==> src/hw/rtl/wbsf_pkg.sv <==
`timescale 1ns / 1ps
// shared types, constants and register codes for the 3x3 window filter
// no dependencies; used by every other file of the block but wbsf_ram
package wbsf_pkg;

  // pixel and configuration field widths
  localparam int PixW    = 8;
  localparam int WidthW  = 11;
  localparam int HeightW = 12;
  localparam int CfgW    = 12;
  localparam int CfgIdxW = 2;

  // line store depth default
  localparam int MaxWidthDef = 1024;

  // smallest usable frame dimension
  localparam int MinDim = 3;

  // register reset values
  localparam logic [WidthW-1:0]  WidthRst  = 11'd512;
  localparam logic [HeightW-1:0] HeightRst = 12'd512;

  // box sum width (nine 8-bit pixels) and divide-by-nine reciprocal
  localparam int SumW      = 12;
  localparam int RecipW    = 12;
  localparam logic [RecipW-1:0] Div9Recip = 12'd3641;
  localparam int Div9Shift = 15;

  // configuration register indexes
  typedef enum logic [CfgIdxW-1:0] {
    REG_WIDTH  = 2'd0,
    REG_HEIGHT = 2'd1,
    REG_MODE   = 2'd2
  } wbsf_reg_e;

  // filter kernels
  typedef enum logic {
    MODE_BLUR    = 1'b0,
    MODE_SHARPEN = 1'b1
  } wbsf_mode_e;

  // position flags of a pixel within its frame
  typedef struct packed {
    logic emit;
    logic last;
  } wbsf_pos_t;

endpackage

==> src/hw/rtl/wbsf_kernel.sv <==
`timescale 1ns / 1ps
// 3x3 kernel arithmetic: box mean or laplacian sharpen with clamp
// depends on wbsf_pkg
module wbsf_kernel (
  input  logic [wbsf_pkg::PixW-1:0] win_i [6],
  input  logic [wbsf_pkg::PixW-1:0] top_i,
  input  logic [wbsf_pkg::PixW-1:0] mid_i,
  input  logic [wbsf_pkg::PixW-1:0] bot_i,
  input  wbsf_pkg::wbsf_mode_e      mode_i,
  output logic [wbsf_pkg::PixW-1:0] pixel_o
);

  localparam int SumW  = wbsf_pkg::SumW;
  localparam int ProdW = wbsf_pkg::SumW + wbsf_pkg::RecipW;

  logic [SumW-1:0]         sum;
  logic [SumW-1:0]         centre9;
  logic [ProdW-1:0]        prod;
  logic [wbsf_pkg::PixW-1:0] mean;
  logic signed [SumW:0]    lap;
  logic [wbsf_pkg::PixW-1:0] sharp;

  // nine-tap sum
  assign sum = SumW'(win_i[0]) + SumW'(win_i[1]) + SumW'(win_i[2])
             + SumW'(win_i[3]) + SumW'(win_i[4]) + SumW'(win_i[5])
             + SumW'(top_i) + SumW'(mid_i) + SumW'(bot_i);

  // floor of sum / 9 by reciprocal multiply, exact over the sum range
  assign prod = ProdW'(sum) * ProdW'(wbsf_pkg::Div9Recip);
  assign mean = prod[wbsf_pkg::Div9Shift +: wbsf_pkg::PixW];

  // 8 x centre minus neighbours, as 9 x centre minus the full sum
  assign centre9 = (SumW'(win_i[4]) << 3) + SumW'(win_i[4]);
  assign lap     = $signed({1'b0, centre9}) - $signed({1'b0, sum});

  always_comb begin
    if (lap < 0) begin
      sharp = '0;
    end else if (lap > $signed((SumW+1)'(255))) begin
      sharp = '1;
    end else begin
      sharp = lap[wbsf_pkg::PixW-1:0];
    end
  end

  assign pixel_o = (mode_i == wbsf_pkg::MODE_SHARPEN) ? sharp : mean;

endmodule

==> config.mk <==
export PLATFORM = sky130hd
export DESIGN_NAME = wbsf_kernel
export DESIGN_NICKNAME = d
export VERILOG_FILES = /design/src/hw/rtl/wbsf_pkg.sv /design/src/hw/rtl/wbsf_kernel.sv
export SDC_FILE = /design/constraint.sdc
export NUM_CORES = 1
export LEC_CHECK = 0
export BUFFER_PORTS_ARGS = -buffer_cell sky130_fd_sc_hd__buf_2
export CAP_MARGIN = 20
export CELL_PAD_IN_SITES_DETAIL_PLACEMENT = 0
export CELL_PAD_IN_SITES_GLOBAL_PLACEMENT = 2
export CORE_AREA = 2 2 126 128
export DETAILED_ROUTE_END_ITERATION = 10
export DIE_AREA = 0 0 128 130
export GPL_ROUTABILITY_DRIVEN = 0
export PLACE_DENSITY_LB_ADDON = 0.1
export SYNTH_ARGS = -nofsm -noshare
export SYNTH_HDL_FRONTEND = slang
export SYNTH_SLANG_ARGS = --single-unit
==> constraint.sdc <==
create_clock -name vclk -period 14.1
set_clock_uncertainty 0.2 [all_clocks]
set_input_delay 1.41 -clock vclk [all_inputs]
set_output_delay 1.41 -clock vclk [all_outputs]
set_load 0.02 [all_outputs]
==> reports/summary.md <==
Counting every net in the synthesized netlist gives 760. The portion of the post-synthesis area used by sequential elements was 0%; the count of sequential standard cells was 0. The tools report the normalized max-slew margin as 52.4%. The arrival time at the worst endpoint came out at 9.61 ns. The run gives 0 as the count of pins over their slew limit.

The critical path's largest stage delay came out at 0.54 ns. For this run, the number of Yosys warnings is 0. The run gives 0 as the count of endpoints failing hold in the final timing report.

The first global-routing pass estimated 18000 microns of wire. The region available for standard cell placement spans 0.0154 sq mm. After detailed routing, no signal wire sits above met3. Summed over all nets, wire length on met2 after detailed routing comes to 5190 microns. Counting the clock-network buffers in the layout gives 0. The number of DRC violations after detailed routing came out at 0. The initial antenna violation count came out at 0.

Using the TritonRoute via totals, the vias-per-cell ratio works out to 4.64. The first routing iteration left 68 violations. The flow ran to the end, and the final reports show no timing, DRC or antenna violations.

The critical path is of the primary input to primary output type. The cell count after synthesis came out at 508. Entering global routing, the biggest net connects 11 pins. The layout overhead on the synthesized area is 13.7%. The tool flagged a number of max-cap violations equal to 0. The final wirelength was 10700 microns. From left edge to right edge, the die measures 128 microns. The classification of the worst-slack hold path was primary input to primary output. Once the floorplan was initialized, standard cells occupied 30.3% of the core. For the number of antenna cells inserted, the log shows 0.

The per-instance average area after synthesis is 9.20 sq um, and the share of the clock period used by the worst path after layout is 79.6%. The final cell count without fillers came out at 780. At the pin with the least slew margin, the transition time is 0.711 ns.

The detailed-route wire length per cell came out at 13.7 microns. The detailed-router iteration count before antenna repair was 4. The remaining global-route overflow was 0; the fmax was 89.1 MHz.

The post-CTS setup repair buffer count came out at 0. The most frequent standard cell in the layout excluding fill and tap cells was sky130_fd_sc_hd__inv_1. For the cts-stage hold buffer count, the log shows 0. Number of placement rows: 46.

The maximum fanout count along the critical path is 9. Setup violations remaining at the end of the flow were counted as 0. Counting distinct cell types in the post-synthesis netlist gives 50. The number of port buffers works out to 81. Detailed placement finished with a half-perimeter wire length of 10300 microns. In the layout the commonest cells are sky130_fd_sc_hd__inv_1 (146), sky130_fd_sc_hd__ha_1 (96), sky130_fd_sc_hd__fa_1 (83), sky130_fd_sc_hd__buf_2 (81), sky130_fd_sc_hd__nor2_1 (21). The worst setup path is captured at a primary output. The tools report the total vias in the final route as 3622. For the wire length on met1, the log shows 5230 microns. In this run the remaining antenna-violating nets after routing total 0. The die covers 0.0166 sq mm. For the via count of the first global-routing pass, the log shows 3673. Global routing consumed, over all layers together, 13.2% of the routing resources. The met3 layer wire length in the routed design came out at 250 microns. The critical path startpoint category was a primary input. The setup TNS was 0 ns. Once the clock tree was built, the resizer swapped 0 gates to a different size. The area of the mapped netlist came out at 0.00467 sq mm. Summing all flip-flop and latch instances after layout gives 0 sq um. 81 I/O pins were placed.

Among all stages on the critical path, the largest delay is contributed by sky130_fd_sc_hd__fa_1. The final layout contains 842 nets. The share of post-route cells with drive strength above 1 was 16.0%.

The floorplan step set the die height to 130 microns. The required arrival time at the worst endpoint was 12.49 ns; the final critical delay including setup and external delays was 11.22 ns. Setup repair after global routing left no endpoint under its margin. The number of placed instances with taps included is 780.
==> per-stage QoR <==
step / util (%) / setup WS [ns] / hold slack [ns] / instance area [sq um]
floorplan: - / 3.57 / 3.08 / 4670
global placement: 34.5 / 2.81 / 3.13 / 5320
CTS: 34.5 / 2.75 / 3.13 / 5320
finish: 34.5 / 2.88 / 3.11 / 5320
global route: 34.5 / 2.22 / 3.14 / 5320
detailed placement: 34.5 / 2.78 / 3.13 / 5320
==> per-layer routing <==
layer	vias to the layer above	global-route usage, %
met5	-	0
met1	1775	20.1
met2	37	22.2
met4	0	0
li1	1810	-
met3	0	0.656
==> kinds of logic after synthesis <==
| logic type | share of synthesized area (%) |
|---|---|
| adder cells (fa/ha/maj) | 61.3 |
| multiplexers | 0.723 |
| AND/OR/NAND/NOR | 6.93 |
| AO/OA/AOI/OAI | 13.2 |
| XOR/XNOR | 6.10 |
| buffers and inverters | 11.8 |
==> Yosys cell counts, types with 2 or more instances <==
cell type	instances	share of area (%)
sky130_fd_sc_hd__a211oi_1	5	0.80
sky130_fd_sc_hd__a21o_1	13	2.1
sky130_fd_sc_hd__a21oi_1	15	1.6
sky130_fd_sc_hd__and2_1	2	0.27
sky130_fd_sc_hd__and3_1	2	0.27
sky130_fd_sc_hd__fa_1	83	36
sky130_fd_sc_hd__ha_1	96	26
sky130_fd_sc_hd__inv_1	146	12
sky130_fd_sc_hd__mux2i_1	2	0.43
sky130_fd_sc_hd__nand2_1	12	0.96
sky130_fd_sc_hd__nand3_1	4	0.43
sky130_fd_sc_hd__nor2_1	21	1.7
sky130_fd_sc_hd__nor2b_1	2	0.27
sky130_fd_sc_hd__nor3_1	5	0.54
sky130_fd_sc_hd__nor4_1	6	0.80
sky130_fd_sc_hd__nor4b_1	3	0.56
sky130_fd_sc_hd__o2111ai_1	2	0.37
sky130_fd_sc_hd__o211ai_1	3	0.48
sky130_fd_sc_hd__o21a_1	6	0.96
sky130_fd_sc_hd__o21ai_0	11	1.2
sky130_fd_sc_hd__o21ai_1	4	0.43
sky130_fd_sc_hd__o22ai_1	5	0.67
sky130_fd_sc_hd__o22ai_2	2	0.54
sky130_fd_sc_hd__o32ai_1	3	0.56
sky130_fd_sc_hd__or3_1	2	0.27
sky130_fd_sc_hd__or4_1	2	0.32
sky130_fd_sc_hd__xnor2_1	20	3.7
sky130_fd_sc_hd__xnor2_2	3	1.0
sky130_fd_sc_hd__xor2_1	7	1.3
==> layout make-up <==
cell class / count / area (sq um)
multi-input cells: 361 / 4120
inverters: 146 / 548
repair buffers: 81 / 405
well taps: 192 / 240
fillers: 1660 / 10100
==> critical path: cells and delay by family <==
| kind | cells | cell delay (ns) |
|---|---|---|
| and+or+nand+nor | 4 | 0.92 |
| adders and majority gates | 11 | 4.94 |
| xor gates and xnor gates | 2 | 0.49 |
| AOI/OAI and AO/OA | 6 | 1.05 |
| buffers and inverters | 10 | 0.77 |
==> path summary, 6_finish.rpt <==
path                  depth (start not counted)      start         end
worst max-delay path                         33  win_i[11]  pixel_o[5]
worst min-delay path                          3     mode_i  pixel_o[0]
Power is not shown: default switching activity piles up to over one toggle a cycle in this logic, so the estimate is an artifact.
