[src/hw/rtl/wbsf_pkg.sv]
`timescale 1ns / 1ps
// shared types, constants and register codes for the 3x3 window filter
// no dependencies; used by every other file of the block but wbsf_ram
package wbsf_pkg;

  // pixel and configuration field widths
  localparam int PixW    = 8;
  localparam int WidthW  = 11;
  localparam int HeightW = 12;
  localparam int CfgW    = 12;
  localparam int CfgIdxW = 2;

  // line store depth default
  localparam int MaxWidthDef = 1024;

  // smallest usable frame dimension
  localparam int MinDim = 3;

  // register reset values
  localparam logic [WidthW-1:0]  WidthRst  = 11'd512;
  localparam logic [HeightW-1:0] HeightRst = 12'd512;

  // box sum width (nine 8-bit pixels) and divide-by-nine reciprocal
  localparam int SumW      = 12;
  localparam int RecipW    = 12;
  localparam logic [RecipW-1:0] Div9Recip = 12'd3641;
  localparam int Div9Shift = 15;

  // configuration register indexes
  typedef enum logic [CfgIdxW-1:0] {
    REG_WIDTH  = 2'd0,
    REG_HEIGHT = 2'd1,
    REG_MODE   = 2'd2
  } wbsf_reg_e;

  // filter kernels
  typedef enum logic {
    MODE_BLUR    = 1'b0,
    MODE_SHARPEN = 1'b1
  } wbsf_mode_e;

  // position flags of a pixel within its frame
  typedef struct packed {
    logic emit;
    logic last;
  } wbsf_pos_t;

endpackage

[src/hw/rtl/wbsf_cfg_pos.sv]
`timescale 1ns / 1ps
// configuration registers and raster position counters
// depends on wbsf_pkg
module wbsf_cfg_pos #(
  parameter int MAX_WIDTH = wbsf_pkg::MaxWidthDef
) (
  input  logic                             clk_i,
  input  logic                             rst_ni,
  input  logic                             cfg_we_i,
  input  logic [wbsf_pkg::CfgIdxW-1:0]     cfg_idx_i,
  input  logic [wbsf_pkg::CfgW-1:0]        cfg_data_i,
  input  logic                             step_i,
  output logic [$clog2(MAX_WIDTH)-1:0]     col_o,
  output wbsf_pkg::wbsf_pos_t              pos_o,
  output wbsf_pkg::wbsf_mode_e             mode_o
);

  localparam int ColW = $clog2(MAX_WIDTH);
  localparam int CmpW = ((ColW > wbsf_pkg::WidthW) ? ColW : wbsf_pkg::WidthW) + 2;
  localparam logic [CmpW-1:0] MaxW = CmpW'(MAX_WIDTH);
  localparam logic [CmpW-1:0] MinW = CmpW'(wbsf_pkg::MinDim);
  localparam logic [wbsf_pkg::HeightW-1:0] MinH = wbsf_pkg::HeightW'(wbsf_pkg::MinDim);

  logic [wbsf_pkg::WidthW-1:0]  width_q;
  logic [wbsf_pkg::HeightW-1:0] height_q;
  wbsf_pkg::wbsf_mode_e         mode_q;
  logic [ColW-1:0]              col_q, col_d;
  logic [wbsf_pkg::HeightW-1:0] row_q, row_d;

  logic [CmpW-1:0]              width_ext, eff_w, col_next_ext;
  logic [wbsf_pkg::HeightW-1:0] eff_h;
  logic                         row_end, frame_end;

  // register writes
  always_ff @(posedge clk_i or negedge rst_ni) begin
    if (!rst_ni) begin
      width_q  <= wbsf_pkg::WidthRst;
      height_q <= wbsf_pkg::HeightRst;
      mode_q   <= wbsf_pkg::MODE_BLUR;
    end else if (cfg_we_i) begin
      unique case (wbsf_pkg::wbsf_reg_e'(cfg_idx_i))
        wbsf_pkg::REG_WIDTH:  width_q  <= cfg_data_i[wbsf_pkg::WidthW-1:0];
        wbsf_pkg::REG_HEIGHT: height_q <= cfg_data_i[wbsf_pkg::HeightW-1:0];
        wbsf_pkg::REG_MODE:   mode_q   <= wbsf_pkg::wbsf_mode_e'(cfg_data_i[0]);
        default: ;
      endcase
    end
  end

  // effective frame size, clamped
  always_comb begin
    width_ext = CmpW'(width_q);
    if (width_ext < MinW) begin
      eff_w = MinW;
    end else if (width_ext > MaxW) begin
      eff_w = MaxW;
    end else begin
      eff_w = width_ext;
    end
    eff_h = (height_q < MinH) ? MinH : height_q;
  end

  // end of row and frame for the pixel at the current position
  assign col_next_ext = CmpW'(col_q) + CmpW'(1);
  assign row_end      = (col_next_ext >= eff_w);
  assign frame_end    = row_end &&
                        ({1'b0, row_q} + {{wbsf_pkg::HeightW{1'b0}}, 1'b1} >= {1'b0, eff_h});

  always_comb begin
    col_d = col_q + ColW'(1);
    row_d = row_q;
    if (row_end) begin
      col_d = '0;
      row_d = frame_end ? '0 : row_q + wbsf_pkg::HeightW'(1);
    end
  end

  // position advances on every input transfer
  always_ff @(posedge clk_i or negedge rst_ni) begin
    if (!rst_ni) begin
      col_q <= '0;
      row_q <= '0;
    end else if (step_i) begin
      col_q <= col_d;
      row_q <= row_d;
    end
  end

  assign col_o      = col_q;
  assign pos_o.emit = (row_q >= wbsf_pkg::HeightW'(2)) && (col_q >= ColW'(2));
  assign pos_o.last = frame_end;
  assign mode_o     = mode_q;

endmodule

[config.mk]
export PLATFORM = sky130hd
export DESIGN_NAME = wbsf_cfg_pos
export DESIGN_NICKNAME = d
export VERILOG_FILES = /design/src/hw/rtl/wbsf_pkg.sv /design/src/hw/rtl/wbsf_cfg_pos.sv
export SDC_FILE = /design/constraint.sdc
export NUM_CORES = 1
export LEC_CHECK = 0
export ABC_AREA = 1
export BUFFER_PORTS_ARGS = -buffer_cell sky130_fd_sc_hd__buf_2
export CORE_UTILIZATION = 59
export DETAILED_ROUTE_END_ITERATION = 8
export HOLD_SLACK_MARGIN = 0.03
export PLACE_DENSITY = 0.81
export SLEW_MARGIN = 15
export SYNTH_ARGS = -nofsm -noshare
export SYNTH_HDL_FRONTEND = slang
export SYNTH_SLANG_ARGS = --single-unit
export TNS_END_PERCENT = 100
[constraint.sdc]
create_clock -name clk_i -period 3.4 [get_ports clk_i]
set_clock_uncertainty 0.15 [all_clocks]
set_input_delay 0.17 -clock clk_i [delete_from_list [all_inputs] [get_ports clk_i]]
set_output_delay 0.17 -clock clk_i [all_outputs]
set_load 0.01 [all_outputs]
==> run_results.csv <==
group,metric,value,unit
clocking,clk_pin_slew,0.09,ns
clocking,cts_tree,"yes",
synth,synth-seq-cells,46,
placed_design,portBuffers,30,
floorplan,die_height,74.60,um
timing,finalMaxSlewViolations,0,
setup_path,crit_type,"reg -> out",
synth,netlist.area_leader.share,35.41,%
drt,wl_met3,343,um
synth,synthesis.nets,461,
clocking,cts.sinks,46,
global_route,grt_util_all_layers,27.20,%
floorplan,io_pins,31,
global_route,grt_overflow_total,0,
clocking,htree_num_levels,2,
setup_path,worst_setup_path_end_kind,"primary output",
cells_and_area,utilization,70.76,%
synth,yosysWarnings,0,
clocking,cts_root_buffer,"clkbuf_8",
power,irDropWorstVdd,0.3424,mV
hold_path,hp-class,"in -> reg",
clocking,clk_latency,0.30,ns
drt,dr.pass1.iters,4,
synth,synthArstFlopShare,100.0,%
timing,tightest_slew,0.6496,ns
drt,wirelength,6887,um
placed_design,hpwl,4990,um
synth,synth_cell_types,32,
setup_path,start_kind,"flip-flop",
clocking,cts_buffer_depth,2,
drt,routed.top_layer,"met4",
synth,netlist_top_cells_area,"dfrtp_1 (35%), nand2_1 (16%), ha_1 (11%)",
flow_run,drv_cap,0,
placed_design,gp_congestion,0.8541,
timing,setup-violations-final,0,
drt,viasPerCell,5.250,
drt,wl_met1,3003,um
cells_and_area,fin_nets,505,
global_route,grt_pass1_wl,11340,um
drt,wl_per_cell,12.97,um
synth,synth.top_cells.by_count,"nand2_1 (132), inv_1 (57), dfrtp_1 (44)",
floorplan,rows,26,
synth,yosysSeqAreaShare,37.10,%
timing,fmax,317.2,MHz
timing,hold_viol,0,
clocking,cts_buffers,5,
synth,synth_xor_xnor_area_share,4.467,%
timing,relSlewSlack,56.59,%
synth,synth_top_family_by_area,"simple AND/OR/NAND/NOR gates",
synth,synthCells,416,
setup_path,critPathMaxFanout,8,
global_route,antenna_found_initial,0,
cells_and_area,area_growth,15.49,%
global_route,grt_pass1_vias,2569,
timing,period_share,92.73,%
synth,avgSynthCellArea,7.474,um^2
drt,antenna_left,0,
floorplan,die_area,0.005564,mm^2
power,p_leak,1.953,nW
synth,synth-simple-area-share,31.35,%
drt,wl_met2,3452,um
power,powerDensity,602.8,mW/mm^2
synth,synthMuxAreaShare,0,%
timing,setup_tns,0,ns
floorplan,core,0.005075,mm^2
synth,synthMostInstantiatedCell,"nand2_1",
timing,fin_crit,3.153,ns
cells_and_area,diodes,0,
synth,synth-edff-count,0,
synth,synth_top_cell_by_area,"dfrtp_1",
synth,synth_flop_cell,"dfrtp_1",
floorplan,dieWidth,74.60,um
floorplan,start_util,61.27,%
drt,route.detailed.drc,0,
setup_path,crit_required,3.08,ns
synth,synth_area,0.003109,mm^2
status,outcome,"finished, final reports clean",
drt,drtIter0Drc,216,
synth,synth_fa_ha_area_share,10.87,%
synth,synth_compound_area_share,7.123,%
drt,vias,2788,
global_route,grt_max_degree,47,
setup_path,arrival,2.83,ns
timing,rsz0062_at_grt,"no",
cells_and_area,drive_gt1_share,16.27,%
[power by group]
| group | leakage, nW | internal, mW | total, mW | switching (mW) |
|---|---|---|---|---|
| Clock | 0.0579 | 0.217 | 0.407 | 0.191 |
| Sequential | 0.589 | 0.653 | 0.770 | 0.117 |
| Combinational | 1.31 | 0.404 | 0.987 | 0.583 |
[cells in the final DEF (no fill, tap or decap), types with 2 or more instances in the layout]
cell,count
nand2_1,132
inv_1,57
dfrtp_1,42
buf_2,30
ha_1,27
o21ai_0,25
nor2_1,24
nand4_1,16
xor2_1,11
nand3_1,10
dlygate4sd3_1,10
o21ai_1,8
a21oi_1,7
nor3_1,7
buf_4,6
nor4_1,5
nand2_2,5
nor2_2,5
clkbuf_8,5
inv_2,4
nor3_2,3
xor2_2,2
xnor2_1,2
nand3b_1,2
nor2_4,2
clkinv_2,2
dfrtp_2,2
dfstp_2,2
[per-layer routing]
metal,up-vias,GRT usage (%)
met5,-,0
met4,0,9.224
met3,11,5.285
met2,70,44.84
met1,1298,35.94
li1,1409,-
[final cells by class]
cell class,count,area [um^2]
repair buffers,47,315.3
inverters,61,229.0
flip-flops and latches,46,1156
fillers,433,1484
well taps,70,87.58
multi-input cells,299,1694
clock buffers,5,68.82
clock inverters,3,40.04
[flip-flops by register name, indices dropped and copies added (netlist names)]
register / flops
mode_o: 1
row_q: 12
width_q: 11
height_q: 12
col_o: 10
[repair_timing]
action                     4_1_cts  5_1_grt
hold endpoints to repair        61        0
setup endpoints to repair        1        1
hold buffers                    10        0
resized for setup                1        4
setup buffers                    0        6
[cell families (layout without fill, tap and decap cells)]
logic type,Yosys count,after routing
xor gates and xnor gates,15,15
DFF,46,46
adders and majority gates,27,27
AOI/OAI and AO/OA,42,42
buffers and inverters,71,116
and+or+nand+nor,215,215
[critical path, stage by stage (launching register included)]
cell and delay [ns]:
dfrtp_2 0.45, ha_1 0.21, nand3_1 0.16, nor3_2 0.20
nand2_1 0.15, xor2_2 0.18, ha_1 0.34, nand2_1 0.09
inv_1 0.04, a21oi_1 0.14, nand2_1 0.07, nand2_1 0.09
nand3_4 0.12, o21ai_1 0.11, inv_1 0.04, buf_2 0.13
[metrics by stage]
step / instances / power [mW] / instance area [um^2] / worst slack, ns / hold WS [ns]
4_1_cts: 524 / 2.075 / 3503 / 0.05605 / 0.03216
3_5_place_dp: 506 / 1.656 / 3293 / 0.3310 / 0.2510
3_3_place_gp: 506 / 1.614 / 3293 / 0.4249 / 0.2385
2_1_floorplan: 416 / 1.412 / 3109 / 0.5947 / -0.2756
6_report: 531 / 2.165 / 3591 / 0.2470 / 0.02232
5_1_grt: 531 / 2.357 / 3591 / 0.009812 / 0.05040
[worst paths after layout]
check	depth (start not counted)	slack, ns	start	end
worst max-delay path	15	0.25	col_o[0]	pos_o[0]
worst min-delay path	3	0.02	cfg_data_i[1]	width_q[1]
worst max register to register	16	0.41	col_o[0]	row_q[1]
worst min register to register	2	0.34	height_q[3]	height_q[3]
max in group asynchronous	3	2.33	rst_ni	height_q[9]
min in group asynchronous	2	0.19	rst_ni	row_q[4]
Note: power is estimated with default switching activity, not from simulation.
